$ cat src/design/msp_pkg.sv
// ----------------------------------------------------------------------------
// msp_pkg - shared types and constants for the minimum separation push-out
// Beat layouts, queue entry, pipeline sidecar and saturation helper.
// ----------------------------------------------------------------------------
package msp_pkg;

    localparam int SEP_W     = 18;
    localparam int SQ_STAGES = 18;   // one root bit per stage
    localparam int DV_STAGES = 19;   // one quotient bit per stage

    // input beat
    typedef struct packed {
        logic signed [31:0] mover_x;
        logic signed [31:0] mover_y;
        logic signed [31:0] anchor_x;
        logic signed [31:0] anchor_y;
        logic               mover_alive;
    } msp_in_t;

    // result beat
    typedef struct packed {
        logic signed [31:0] new_x;
        logic signed [31:0] new_y;
        logic               pushed;
    } msp_out_t;

    // classified item as it sits in the queue
    typedef struct packed {
        logic               near;
        logic               sx;
        logic               sy;
        logic [SEP_W-1:0]   adx;
        logic [SEP_W-1:0]   ady;
        logic signed [31:0] mover_x;
        logic signed [31:0] mover_y;
        logic signed [31:0] anchor_x;
        logic signed [31:0] anchor_y;
    } msp_item_t;

    // item travelling alongside the arithmetic units
    typedef struct packed {
        logic      push;
        logic      zero;
        msp_item_t item;
    } msp_side_t;

    // saturate a 34-bit sum to 32 bits
    function automatic logic signed [31:0] sat32(input logic signed [33:0] v);
        logic signed [31:0] r;
        if (v > 34'sh0_7FFF_FFFF)
            r = 32'sh7FFF_FFFF;
        else if (v < -34'sh0_8000_0000)
            r = 32'sh8000_0000;
        else
            r = v[31:0];
        return r;
    endfunction

endpackage

$ cat src/design/msp_front.sv
// ----------------------------------------------------------------------------
// msp_front - accept and classify
// Takes input beats, forms the deltas and flags pairs close enough to resolve.
// ----------------------------------------------------------------------------
module msp_front (
    input  logic               start,
    input  logic               full,
    input  msp_pkg::msp_in_t   item,
    output logic               busy,
    output logic               wr_en,
    output msp_pkg::msp_item_t wr_item
);

    logic signed [32:0] dx;
    logic signed [32:0] dy;
    logic [32:0]        adx;
    logic [32:0]        ady;

    // exact deltas and their magnitudes
    assign dx  = 33'(item.mover_x) - 33'(item.anchor_x);
    assign dy  = 33'(item.mover_y) - 33'(item.anchor_y);
    assign adx = dx[32] ? 33'(-dx) : 33'(dx);
    assign ady = dy[32] ? 33'(-dy) : 33'(dy);

    // handshake: stall only when the queue is full
    assign busy  = full;
    assign wr_en = start && !full;

    // classification
    always_comb
    begin
        wr_item.near     = item.mover_alive && (adx < 33'h4_0000) && (ady < 33'h4_0000);
        wr_item.sx       = dx[32];
        wr_item.sy       = dy[32];
        wr_item.adx      = adx[msp_pkg::SEP_W-1:0];
        wr_item.ady      = ady[msp_pkg::SEP_W-1:0];
        wr_item.mover_x  = item.mover_x;
        wr_item.mover_y  = item.mover_y;
        wr_item.anchor_x = item.anchor_x;
        wr_item.anchor_y = item.anchor_y;
    end

endmodule

$ cat config.mk
export PLATFORM = sky130hd
export DESIGN_NAME = msp_front
export DESIGN_NICKNAME = d
export VERILOG_FILES = /design/src/design/msp_pkg.sv /design/src/design/msp_front.sv
export SDC_FILE = /design/constraint.sdc
export NUM_CORES = 1
export LEC_CHECK = 0
export ABC_CLOCK_PERIOD_IN_PS = 12600
export BUFFER_PORTS_ARGS = -buffer_cell sky130_fd_sc_hd__buf_2
export CAP_MARGIN = 40
export CORE_AREA = 3 3 158 160
export DETAILED_ROUTE_END_ITERATION = 10
export DIE_AREA = 0 0 161 163
export GPL_ROUTABILITY_DRIVEN = 0
export SLEW_MARGIN = 20
export SYNTH_ARGS = -nofsm -noshare
export SYNTH_HDL_FRONTEND = slang
export SYNTH_SLANG_ARGS = --single-unit
$ cat constraint.sdc
create_clock -name vclk -period 12.6
set_input_delay 2.52 -clock vclk [all_inputs]
set_output_delay 2.52 -clock vclk [all_outputs]
set_load 0.1 [all_outputs]
==> results by stage, run 1 <==
Status:
- The flow ran to the end, and the final reports show no timing, DRC or antenna violations.

Min path:
- The min-delay analysis places its worst path in the category input pin to output port.

Global route:
- Entering global routing, the biggest net connects 27 pins.
- The wire length of the first global-routing pass is 35,600 um.
- The final global-route overflow total is 0.
- The number of antenna violations at the first check in global routing is 0.
- Global routing consumed, over all layers together, 15.6% of the routing resources.
- The number of global-route vias before repair is 7,237.

Logic synthesis:
- By area the synthesized netlist is led by sky130_fd_sc_hd__buf_4 14%, sky130_fd_sc_hd__ha_1 12%, sky130_fd_sc_hd__xnor2_1 6.2%, sky130_fd_sc_hd__a21oi_1 6.2%, sky130_fd_sc_hd__inv_1 4.8%.
- Synthesis produced a netlist whose cell count is 1,081.
- The average size of a mapped cell is 6.53 um2.
- During synthesis, Yosys emitted a total of 0 warnings.
- The number of distinct library cells after synthesis is 87.
- The number of nets in the synthesized netlist is 1,280.
- The top cell type by area accounts for 13.7% of the synthesized area.
- Summed over all instances, the cell type with the most area after synthesis is sky130_fd_sc_hd__buf_4.
- The portion of the post-synthesis area used by sequential elements is 0%.
- The synthesized area is 7060 um2.

Timing:
- After layout, the worst setup slack is 2.82 ns.
- At the pin with the least slew margin, the transition time is 0.909 ns.
- The fmax is 102 MHz.
- Setup repair after global routing left no endpoint under its margin.
- Setup violations remaining at the end of the flow were counted as 0.
- The final critical path takes up 77.6% of the cycle.
- Hold is met by 5.42 ns.
- Summed over all failing endpoints, the final setup total negative slack is 0 ns.
- Counting I/O delays and the setup requirement, the final critical path takes 9.78 ns.
- The tightest slew margin relative to the limit is 39.4%.
- The hold violation count in the final report was 0.
- The count of pins over their slew limit is 0.

Power and ir drop:
- The analysis attributes to cell leakage a power of 3.73 nW.
- Internal power comes to 0.205 mW.
- The switching power as a share of total power is 79.0%.
- The clock network fraction of total power is 0%.
- Summed over all nets, the switching power comes to 0.770 mW.
- IR analysis of the VDD net gives a maximum drop of 0.0917 mV.
- The register share of total power is 0%.
- The combinational group share of total power is 100.0%.
- For this design the ratio of total power to cell area is 124 nW/um2.

Critical path:
- Counting both buffers and inverters, the worst setup path holds a total of 4.
- The signal on the critical path passes through buf_2, inv_1, ha_1, inv_1, fa_1, a21o_1, a221oi_4, a2bb2oi_2, nor4b_2, a2111oi_2, or3_1, or3_1, nor4_4, mux2_2, o2bb2ai_1, nand4_1, a2111oi_2, buf_2.
- The slowest cell on the critical path is sky130_fd_sc_hd__or3_1.
- The cell family contributing the most delay on the critical path is simple AND/OR/NAND/NOR gates.
- The critical path is of the input pin to output port type.
- The highest net fanout along the worst path is 8.
- At the worst endpoint, the required time is 10.08 ns.
- In this design, the stage delay of the slowest critical-path cell is 0.51 ns.
- STA classifies the critical path startpoint as an input pin.
- The signal arrival time at the worst endpoint is 7.26 ns.
- The critical path capture point type is an output port.

Route:
- Summed over all layers, the routed wires come to 22,600 um.
- The vias after detailed routing is 8,028.
- After detailed routing, the number of remaining DRC violations is 0.
- The remaining antenna violation count is 0.
- The detail-routed net length per standard cell is 14.7 um.
- In the routed layout, each cell is associated on average with a via count of 5.23.
- The detailed router's first-iteration violation count is 425.
- The total iterations of the first detailed-routing run is 5.

Run:
- Max-cap violations in this run came to 0.

Die:
- The core region is 23,500 um2.
- The vertical die dimension is 163 um.
- The area enclosed by the die boundary is 26,200 um2.
- From left edge to right edge, the die measures 161 um.
- The initial utilization of the core area, before any placement, comes to 30.0%.
- The boundary pin count is 300.
- The floorplan has 56 rows.

Layout:
- Excluding fillers, the count of instances in the completed layout stands at 1,534.
- Counting the fill cells in the layout gives 2,637.
- The clock buffer count in the final layout is 0.
- The final layout contains a sequential cell count of 0.
- Of the cells placed in the final design, the portion with a size suffix greater than 1 is 27.7%.
- The most common cell after layout, fill and taps aside is sky130_fd_sc_hd__buf_2.
- The library cells used most frequently in the layout, excluding fill and tap cells, are 302 x sky130_fd_sc_hd__buf_2, 90 x sky130_fd_sc_hd__inv_1, 87 x sky130_fd_sc_hd__a21oi_1, 86 x sky130_fd_sc_hd__nand2_1, 69 x sky130_fd_sc_hd__nor2_1.
- The repair_antennas step left the layout with diodes totalling 0.
- The signed area change from the synthesized netlist to the final layout is 11.0%.
- The register cell area after layout is 0 um2.
- In the final design database the tool counted 1,416 nets.

Clock network:
- The post-CTS resize count is 0.
- After clock tree synthesis, the flow added hold-fix buffers numbering 0.
- In this run the post-CTS setup repair buffer count came out at 0.

Placed design:
- In this run the tool buffered the top-level ports with 300 buffer cells.
- Timing analysis after detailed placement gives a worst setup slack of 2.85 ns.
- Including well taps, the total number of placed cells is 1,532.
- The HPWL after detailed placement is 19,700 um.
layout make-up:
type | instances | area [um2] | area share, %
inverters | 91 | 342 | 4.36
multi-input cells | 821 | 5580 | 71.2
repair buffers | 303 | 1520 | 19.3
well taps | 319 | 399 | 5.09
Yosys cell counts (14+ instances only):
library cell               number
sky130_fd_sc_hd__xnor2_1       50
sky130_fd_sc_hd__nor2_1        69
sky130_fd_sc_hd__nor3_1        37
sky130_fd_sc_hd__o21ai_0       65
sky130_fd_sc_hd__nand4_1       24
sky130_fd_sc_hd__buf_2         14
sky130_fd_sc_hd__clkbuf_1      25
sky130_fd_sc_hd__and3_1        14
sky130_fd_sc_hd__a21o_1        23
sky130_fd_sc_hd__and2_1        15
sky130_fd_sc_hd__buf_4        129
sky130_fd_sc_hd__nand3_1       27
sky130_fd_sc_hd__a21oi_1       87
sky130_fd_sc_hd__or3_1         16
sky130_fd_sc_hd__xor2_1        20
sky130_fd_sc_hd__inv_1         90
sky130_fd_sc_hd__ha_1          66
sky130_fd_sc_hd__nand2_1       86
per-stage QoR:
stage | utilization (%) | power, mW | cell area [um2]
floorplan | - | 0.825 | 7060
global placement | 33.2 | 0.969 | 7820
detailed placement | 33.3 | 0.970 | 7830
CTS | 33.3 | 0.973 | 7830
global route | 33.3 | 1.03 | 7840
finish | 33.3 | 0.975 | 7840
path summary, 6_finish.rpt:
kind	start	end	slack, ns	cells after the start
worst max-delay path	item[65]	wr_item[166]	2.82	18
worst min-delay path	item[20]	wr_item[19]	5.42	2
kinds of logic (layout without fill, tap and decap cells):
family          after synthesis  after routing  share of synthesized area [%]
compound gates              307            307                           28.8
simple gates                368            368                           28.1
xor+xnor                     70             70                           8.68
mux                           8              8                           1.21
fa+ha+maj                    68             68                           12.3
buf+inv                     260            394                           20.9
per-layer routing:
metal | GRT usage, % | routed length (um)
met5 | 0 | 0
met4 | 0.782 | 86
met3 | 0.407 | 1140
met2 | 29.8 | 11400
met1 | 20.6 | 9990
power by group through the flow:
stage	Clock (mW)	Combinational [mW]	Sequential [mW]
after floorplan	0	0.825	0
after global placement	0	0.969	0
after detailed placement	0	0.970	0
after CTS	0	0.973	0
after global routing	0	1.03	0
final	0	0.975	0
Note: power is estimated with default switching activity, not from simulation.
==> run 2: changes to the inputs <==
--- a/config.mk
+++ b/config.mk
@@ -5,7 +5,7 @@
 export SDC_FILE = /design/constraint.sdc
 export NUM_CORES = 1
 export LEC_CHECK = 0
-export ABC_CLOCK_PERIOD_IN_PS = 12600
+export ABC_CLOCK_PERIOD_IN_PS = 9500
 export BUFFER_PORTS_ARGS = -buffer_cell sky130_fd_sc_hd__buf_2
 export CAP_MARGIN = 40
 export CORE_AREA = 3 3 158 160
==> constraint.sdc (replaced) <==
create_clock -name vclk -period 9.5
set_input_delay 1.9 -clock vclk [all_inputs]
set_output_delay 1.9 -clock vclk [all_outputs]
set_load 0.1 [all_outputs]
==> results by stage, run 2 (synthesized netlist as in run 1, its figures left out) <==
Status:
- The run finished with clean final reports.

Global route:
- The number of antenna violations at the first check in global routing is 0 (unchanged).
- The number of global-route vias before repair is 7,213 (-0.33%).
- The final global-route overflow total is 0 (unchanged).
- The pin count of the biggest net entering global routing is 27 (unchanged).
- The wire length of the first global-routing pass is 35,400 um (-0.54%).
- The total routing resource utilization after global routing is 15.6% (-0.069 points).

Critical path:
- The largest incremental delay on the critical path is 0.50 ns (about the same).
- STA classifies the critical path endpoint as an output port.
- Traced cell by cell, the critical path runs through buf_2, inv_1, ha_1, inv_1, fa_1, a21o_1, a221oi_4, a2bb2oi_2, nor4b_2, a2111oi_2, or3_1, or3_1, nor4_4, mux2_2, o2bb2ai_1, nand4_1, a2111oi_2, buf_2.
- The sum of buffers and inverters on the critical path was 4 (unchanged).
- The instance count on the critical path is 18 (unchanged).
- The required time of the critical path was 7.60 ns (-2.48 ns).
- STA classifies the critical path startpoint as an input pin.
- The signal arrival time at the worst endpoint is 6.59 ns (-0.67 ns).
- The slowest cell on the critical path is sky130_fd_sc_hd__or3_1.
- The worst setup path is of the input pin to output port kind.
- The cell family contributing the most delay on the critical path is simple AND/OR/NAND/NOR gates.
- The highest net fanout along the worst path is 8 (unchanged).

Timing:
- Based on the critical path, the design can be clocked at up to 118 MHz.
- The worst-margin pin slew came to 0.877 ns (-0.0316 ns).
- In the finished design, the share of the clock period the worst path needs comes to 89.4%.
- The setup TNS is 0 ns (unchanged).
- The final setup violation count is 0 (unchanged).
- The count of pins over their slew limit was 0 (unchanged).
- Setup repair after global routing left no endpoint under its margin.
- The tightest slew margin relative to the limit is 41.5% (+2.1 points).
- The hold violation count in the final report came to 0 (unchanged).
- The shortest clock period the worst path allows after layout is 8.49 ns.

Clock network:
- The total of hold buffers inserted after clock tree synthesis is 0 (unchanged).
- The post-CTS resize count is 0 (unchanged).
- The post-CTS setup buffer count is 0 (unchanged).

Layout:
- The most common cell after layout, fill and taps aside is sky130_fd_sc_hd__buf_2.
- The clock buffer count in the final layout came to 0 (unchanged).
- The final-layout fill cell count was 2,669 (+1.2%).
- The total inserted antenna cells is 0 (unchanged).
- In the layout the commonest cells are 301 x sky130_fd_sc_hd__buf_2, 90 x sky130_fd_sc_hd__inv_1, 87 x sky130_fd_sc_hd__a21oi_1, 86 x sky130_fd_sc_hd__nand2_1, 69 x sky130_fd_sc_hd__nor2_1.
- The sequential cell count is 0 (unchanged).
- The register cell area after layout is 0 um2 (unchanged).
- The post-route cell area is 7840 um2 (about the same).
- The final net count is 1,416 (unchanged).
- The signed area change from the synthesized netlist to the final layout was 11.1% (about the same).
- The share of cells above drive strength 1 came to 27.7% (unchanged).

Route:
- The aggregate routed wire length was 22,300 um (-1.2%).
- The total DRC errors in the routed layout is 0 (unchanged).
- The vias after detailed routing is 8,004 (-0.30%).
- The remaining antenna violation count came to 0 (unchanged).
- The detail-routed net length per standard cell was 14.6 um (-1.2%).
- The total iterations of the first detailed-routing run is 5 (unchanged).
- The detailed router's first-iteration violation count came to 425 (unchanged).
- The per-cell via count in the routed design was 5.22 (-0.30%).

Die:
- The die span in x is 161 um (unchanged).
- The area of the core region is 23,500 um2 (unchanged).
- The starting utilization of the core area is 30.0% (unchanged).
- The number of placement rows came to 56 (unchanged).
- The vertical die dimension was 163 um (unchanged).
- The boundary pin count was 300 (unchanged).
- The area enclosed by the die boundary is 26,200 um2 (unchanged).

Power and ir drop:
- The leakage power is 3.73 nW (about the same).
- The maximum VDD drop is 0.106 mV (+15%).
- The power per cell area is 164 nW/um2 (+32%).

Run:
- The number of max-capacitance violations reported is 0 (unchanged).

Placed design:
- The HPWL reported at the end of detailed placement is 19,500 um (-0.69%).
- The area after detailed placement is 7840 um2 (+0.13%).
- The quantity of I/O buffers inserted on ports is 300 (unchanged).

Min path:
- The depth of the worst hold-timing path came to 2 (unchanged).
- The worst min-delay path class is input pin to output port.
==> run 2: changes by cell type in the layout (fill, tap and decap cells not counted), sizes merged <==
| cell | change |
|---|---|
| buf | +1 |
| clkbuf | -1 |
==> run 2: layout make-up <==
type | count | area [um2] | share of cell area, %
inverters | 91 | 342 | 4.35
multi-input cells | 821 | 5580 | 71.2
well taps | 319 | 399 | 5.09
repair buffers | 303 | 1520 | 19.4
==> run 2: worst paths after layout <==
| path | slack (ns) | to | from |
|---|---|---|---|
| setup / recovery | 1.01 | wr_item[166] | item[65] |
| hold / removal | 4.18 | wr_item[18] | item[19] |
==> run 2: per-stage QoR <==
| stage | cells | util (%) | hold WS [ns] | power [mW] | setup slack, ns |
|---|---|---|---|---|---|
| floorplan | 1081 | - | 4.01 | 1.09 | 0.321 |
| finish | 1534 | 33.3 | 4.18 | 1.29 | 1.01 |
| global placement | 1533 | 33.3 | 4.18 | 1.28 | 1.10 |
| CTS | 1533 | 33.3 | 4.18 | 1.29 | 1.01 |
| global route | 1534 | 33.3 | 4.19 | 1.37 | 0.715 |
| detailed placement | 1533 | 33.3 | 4.18 | 1.29 | 1.01 |
==> run 2: power breakdown <==
group | internal, mW | switching [mW]
combinational | 0.272 | 1.02
sequential | 0 | 0
clock | 0 | 0
==> run 2: layer usage <==
| layer | wire [um] | part of all wire, % | vias to the layer above | GRT usage (%) |
|---|---|---|---|---|
| li1 | - | - | 4054 | - |
| met1 | 9780 | 44 | 3661 | 20.2 |
| met2 | 11100 | 50 | 276 | 29.4 |
| met3 | 1270 | 5.7 | 13 | 0.839 |
| met4 | 200 | 0.90 | 0 | 1.60 |
| met5 | 0 | 0 | - | 0 |
==> run 3: changes to the inputs <==
--- a/config.mk
+++ b/config.mk
@@ -8,10 +8,11 @@
 export ABC_CLOCK_PERIOD_IN_PS = 9500
 export BUFFER_PORTS_ARGS = -buffer_cell sky130_fd_sc_hd__buf_2
 export CAP_MARGIN = 40
-export CORE_AREA = 3 3 158 160
+export CORE_AREA = 3 3 122 124
 export DETAILED_ROUTE_END_ITERATION = 10
-export DIE_AREA = 0 0 161 163
+export DIE_AREA = 0 0 125 127
 export GPL_ROUTABILITY_DRIVEN = 0
+export PLACE_DENSITY = 0.84
 export SLEW_MARGIN = 20
 export SYNTH_ARGS = -nofsm -noshare
 export SYNTH_HDL_FRONTEND = slang
==> results by stage, run 3 (synthesized netlist as in run 1, its figures left out) <==
Status:
- The flow ran to the end, and the final reports show no timing, DRC or antenna violations.

Power and ir drop:
- The maximum VDD drop was 0.168 mV (+59%).
- The overall power consumption is 1.28 mW (-0.66%).
- The power per cell area is 167 nW/um2 (+1.6%).
- The leakage power is 3.73 nW (about the same).

Route:
- The total iterations of the first detailed-routing run was 6 (+1).
- The per-cell via count in the routed design is 5.84 (+12%).
- The detail-routed net length per standard cell is 14.8 um (+1.9%).
- The detailed router's first-iteration violation count is 522 (+23%).
- The vias after detailed routing is 8,150 (+1.8%).
- The total DRC errors in the routed layout is 0 (unchanged).
- The aggregate routed wire length came to 20,700 um (-7.3%).
- The remaining antenna violation count is 0 (unchanged).

Timing:
- The minimum hold slack is 4.18 ns (-0.000600 ns).
- The count of pins over their slew limit was 0 (unchanged).
- The setup TNS is 0 ns (unchanged).
- The shortest clock period the worst path allows after layout was 8.41 ns (-0.0787 ns).
- The share of the cycle needed by the critical path after routing came to 88.6% (-0.83 points).
- The worst-margin pin slew is 0.878 ns (+0.00130 ns).
- The hold violation count in the final report is 0 (unchanged).
- The fmax was 119 MHz (+0.93%).
- The tightest slew margin relative to the limit was 41.4% (-0.087 points).
- Setup repair after global routing left no endpoint under its margin.
- The final setup violation count is 0 (unchanged).

Min path:
- The worst hold path begins at item[44].
- The tightest min-delay check is of the input pin to output port type.

Critical path:
- The critical path goes through buf_2, inv_1, ha_1, inv_1, fa_1, a21o_1, a221oi_4, a2bb2oi_2, nor4b_2, a2111oi_2, or3_1, or3_1, nor4_4, mux2_2, o2bb2ai_1, nand4_1, a2111oi_2, buf_2.
- The startpoint class of the critical path is an input pin.
- The required time of the critical path is 7.60 ns (about the same).
- The critical path capture point type is an output port.
- The kind of critical path is input pin to output port.
- The largest incremental delay on the critical path is 0.50 ns (about the same).
- The critical path starts at item[65].
- The highest net fanout along the worst path is 8 (unchanged).
- The signal arrival time at the worst endpoint is 6.51 ns (-0.08 ns).
- The slowest cell on the critical path is sky130_fd_sc_hd__or3_1.
- The sum of buffers and inverters on the critical path came to 4 (unchanged).
- Broken down by cell family, the worst path's largest delay share belongs to simple AND/OR/NAND/NOR gates.

Die:
- The boundary pin count is 300 (unchanged).
- The area of the core region came to 13,900 um2 (-41%).
- The starting utilization of the core area is 50.9% (+21 points).
- The number of placement rows is 43 (-23%).
- The area enclosed by the die boundary is 15,900 um2 (-40%).
- The die span in x is 125 um (-22%).
- The vertical die dimension came to 127 um (-22%).

Placed design:
- The HPWL reported at the end of detailed placement came to 17,900 um (-8.5%).
- The area after detailed placement was 7660 um2 (-2.2%).
- The quantity of I/O buffers inserted on ports is 300 (unchanged).

Layout:
- From synthesis to final layout, the design area changed by 8.65%.
- The final net count is 1,416 (unchanged).
- The core utilization of the finished layout is 55.3% (+22 points).
- Leaving out fill and tap cells, the most frequent cell in the layout is sky130_fd_sc_hd__buf_2.
- In the layout the commonest cells are 300 x sky130_fd_sc_hd__buf_2, 90 x sky130_fd_sc_hd__inv_1, 87 x sky130_fd_sc_hd__a21oi_1, 86 x sky130_fd_sc_hd__nand2_1, 69 x sky130_fd_sc_hd__nor2_1.
- The clock buffer count in the final layout is 0 (unchanged).
- The sequential cell count came to 0 (unchanged).
- The total inserted antenna cells is 0 (unchanged).
- The post-route cell area is 7670 um2 (-2.2%).
- The final-layout fill cell count is 1,394 (-48%).
- The area used by multi-input combinational logic is 5580 um2 (unchanged).
- The share of cells above drive strength 1 is 27.7% (unchanged).
- The register cell area after layout was 0 um2 (unchanged).

Clock network:
- The total of hold buffers inserted after clock tree synthesis is 0 (unchanged).
- The post-CTS resize count was 0 (unchanged).
- The post-CTS setup buffer count is 0 (unchanged).

Global route:
- The final global-route overflow total is 0 (unchanged).
- The total routing resource utilization after global routing is 23.3% (+7.8 points).
- The wire length of the first global-routing pass is 33,100 um (-6.5%).
- The pin count of the biggest net entering global routing is 27 (unchanged).
- The number of antenna violations at the first check in global routing is 0 (unchanged).
- The number of global-route vias before repair is 7,265 (+0.72%).

Run:
- The number of max-capacitance violations reported is 0 (unchanged).
[run 3: changes by cell type in the layout (fill, tap and decap cells not counted), sizes merged]
cell and delta:
buf -1, clkbuf +1
[run 3: worst paths after layout]
check / end / cells after the start
min: wr_item[43] / 2
max: wr_item[166] / 18
[run 3: metrics by stage]
step | setup WS, ns | cells
6_report | 1.09 | 1395
5_1_grt | 0.706 | 1395
4_1_cts | 1.08 | 1394
3_5_place_dp | 1.08 | 1394
3_3_place_gp | 1.18 | 1394
2_1_floorplan | 0.321 | 1081
[run 3: per-layer routing]
metal  GRT usage [%]  up-vias  share of wire [%]
li1                -     4063                  -
met5               0        -                  0
met2            44.7      378                 50
met4            4.34        0                2.3
met1            29.0     3668                 41
met3            1.34       41                7.2
[run 3: report_power, final]
part | total (mW) | switching, mW | internal [mW]
combinational | 1.28 | 1.01 | 0.272
clock | 0 | 0 | 0
sequential | 0 | 0 | 0
total | 1.28 | 1.01 | 0.272
[run 3: area by class of cell]
type               count  area share, %
well taps            180           2.94
repair buffers       303           19.8
inverters             91           4.45
multi-input cells    821           72.8
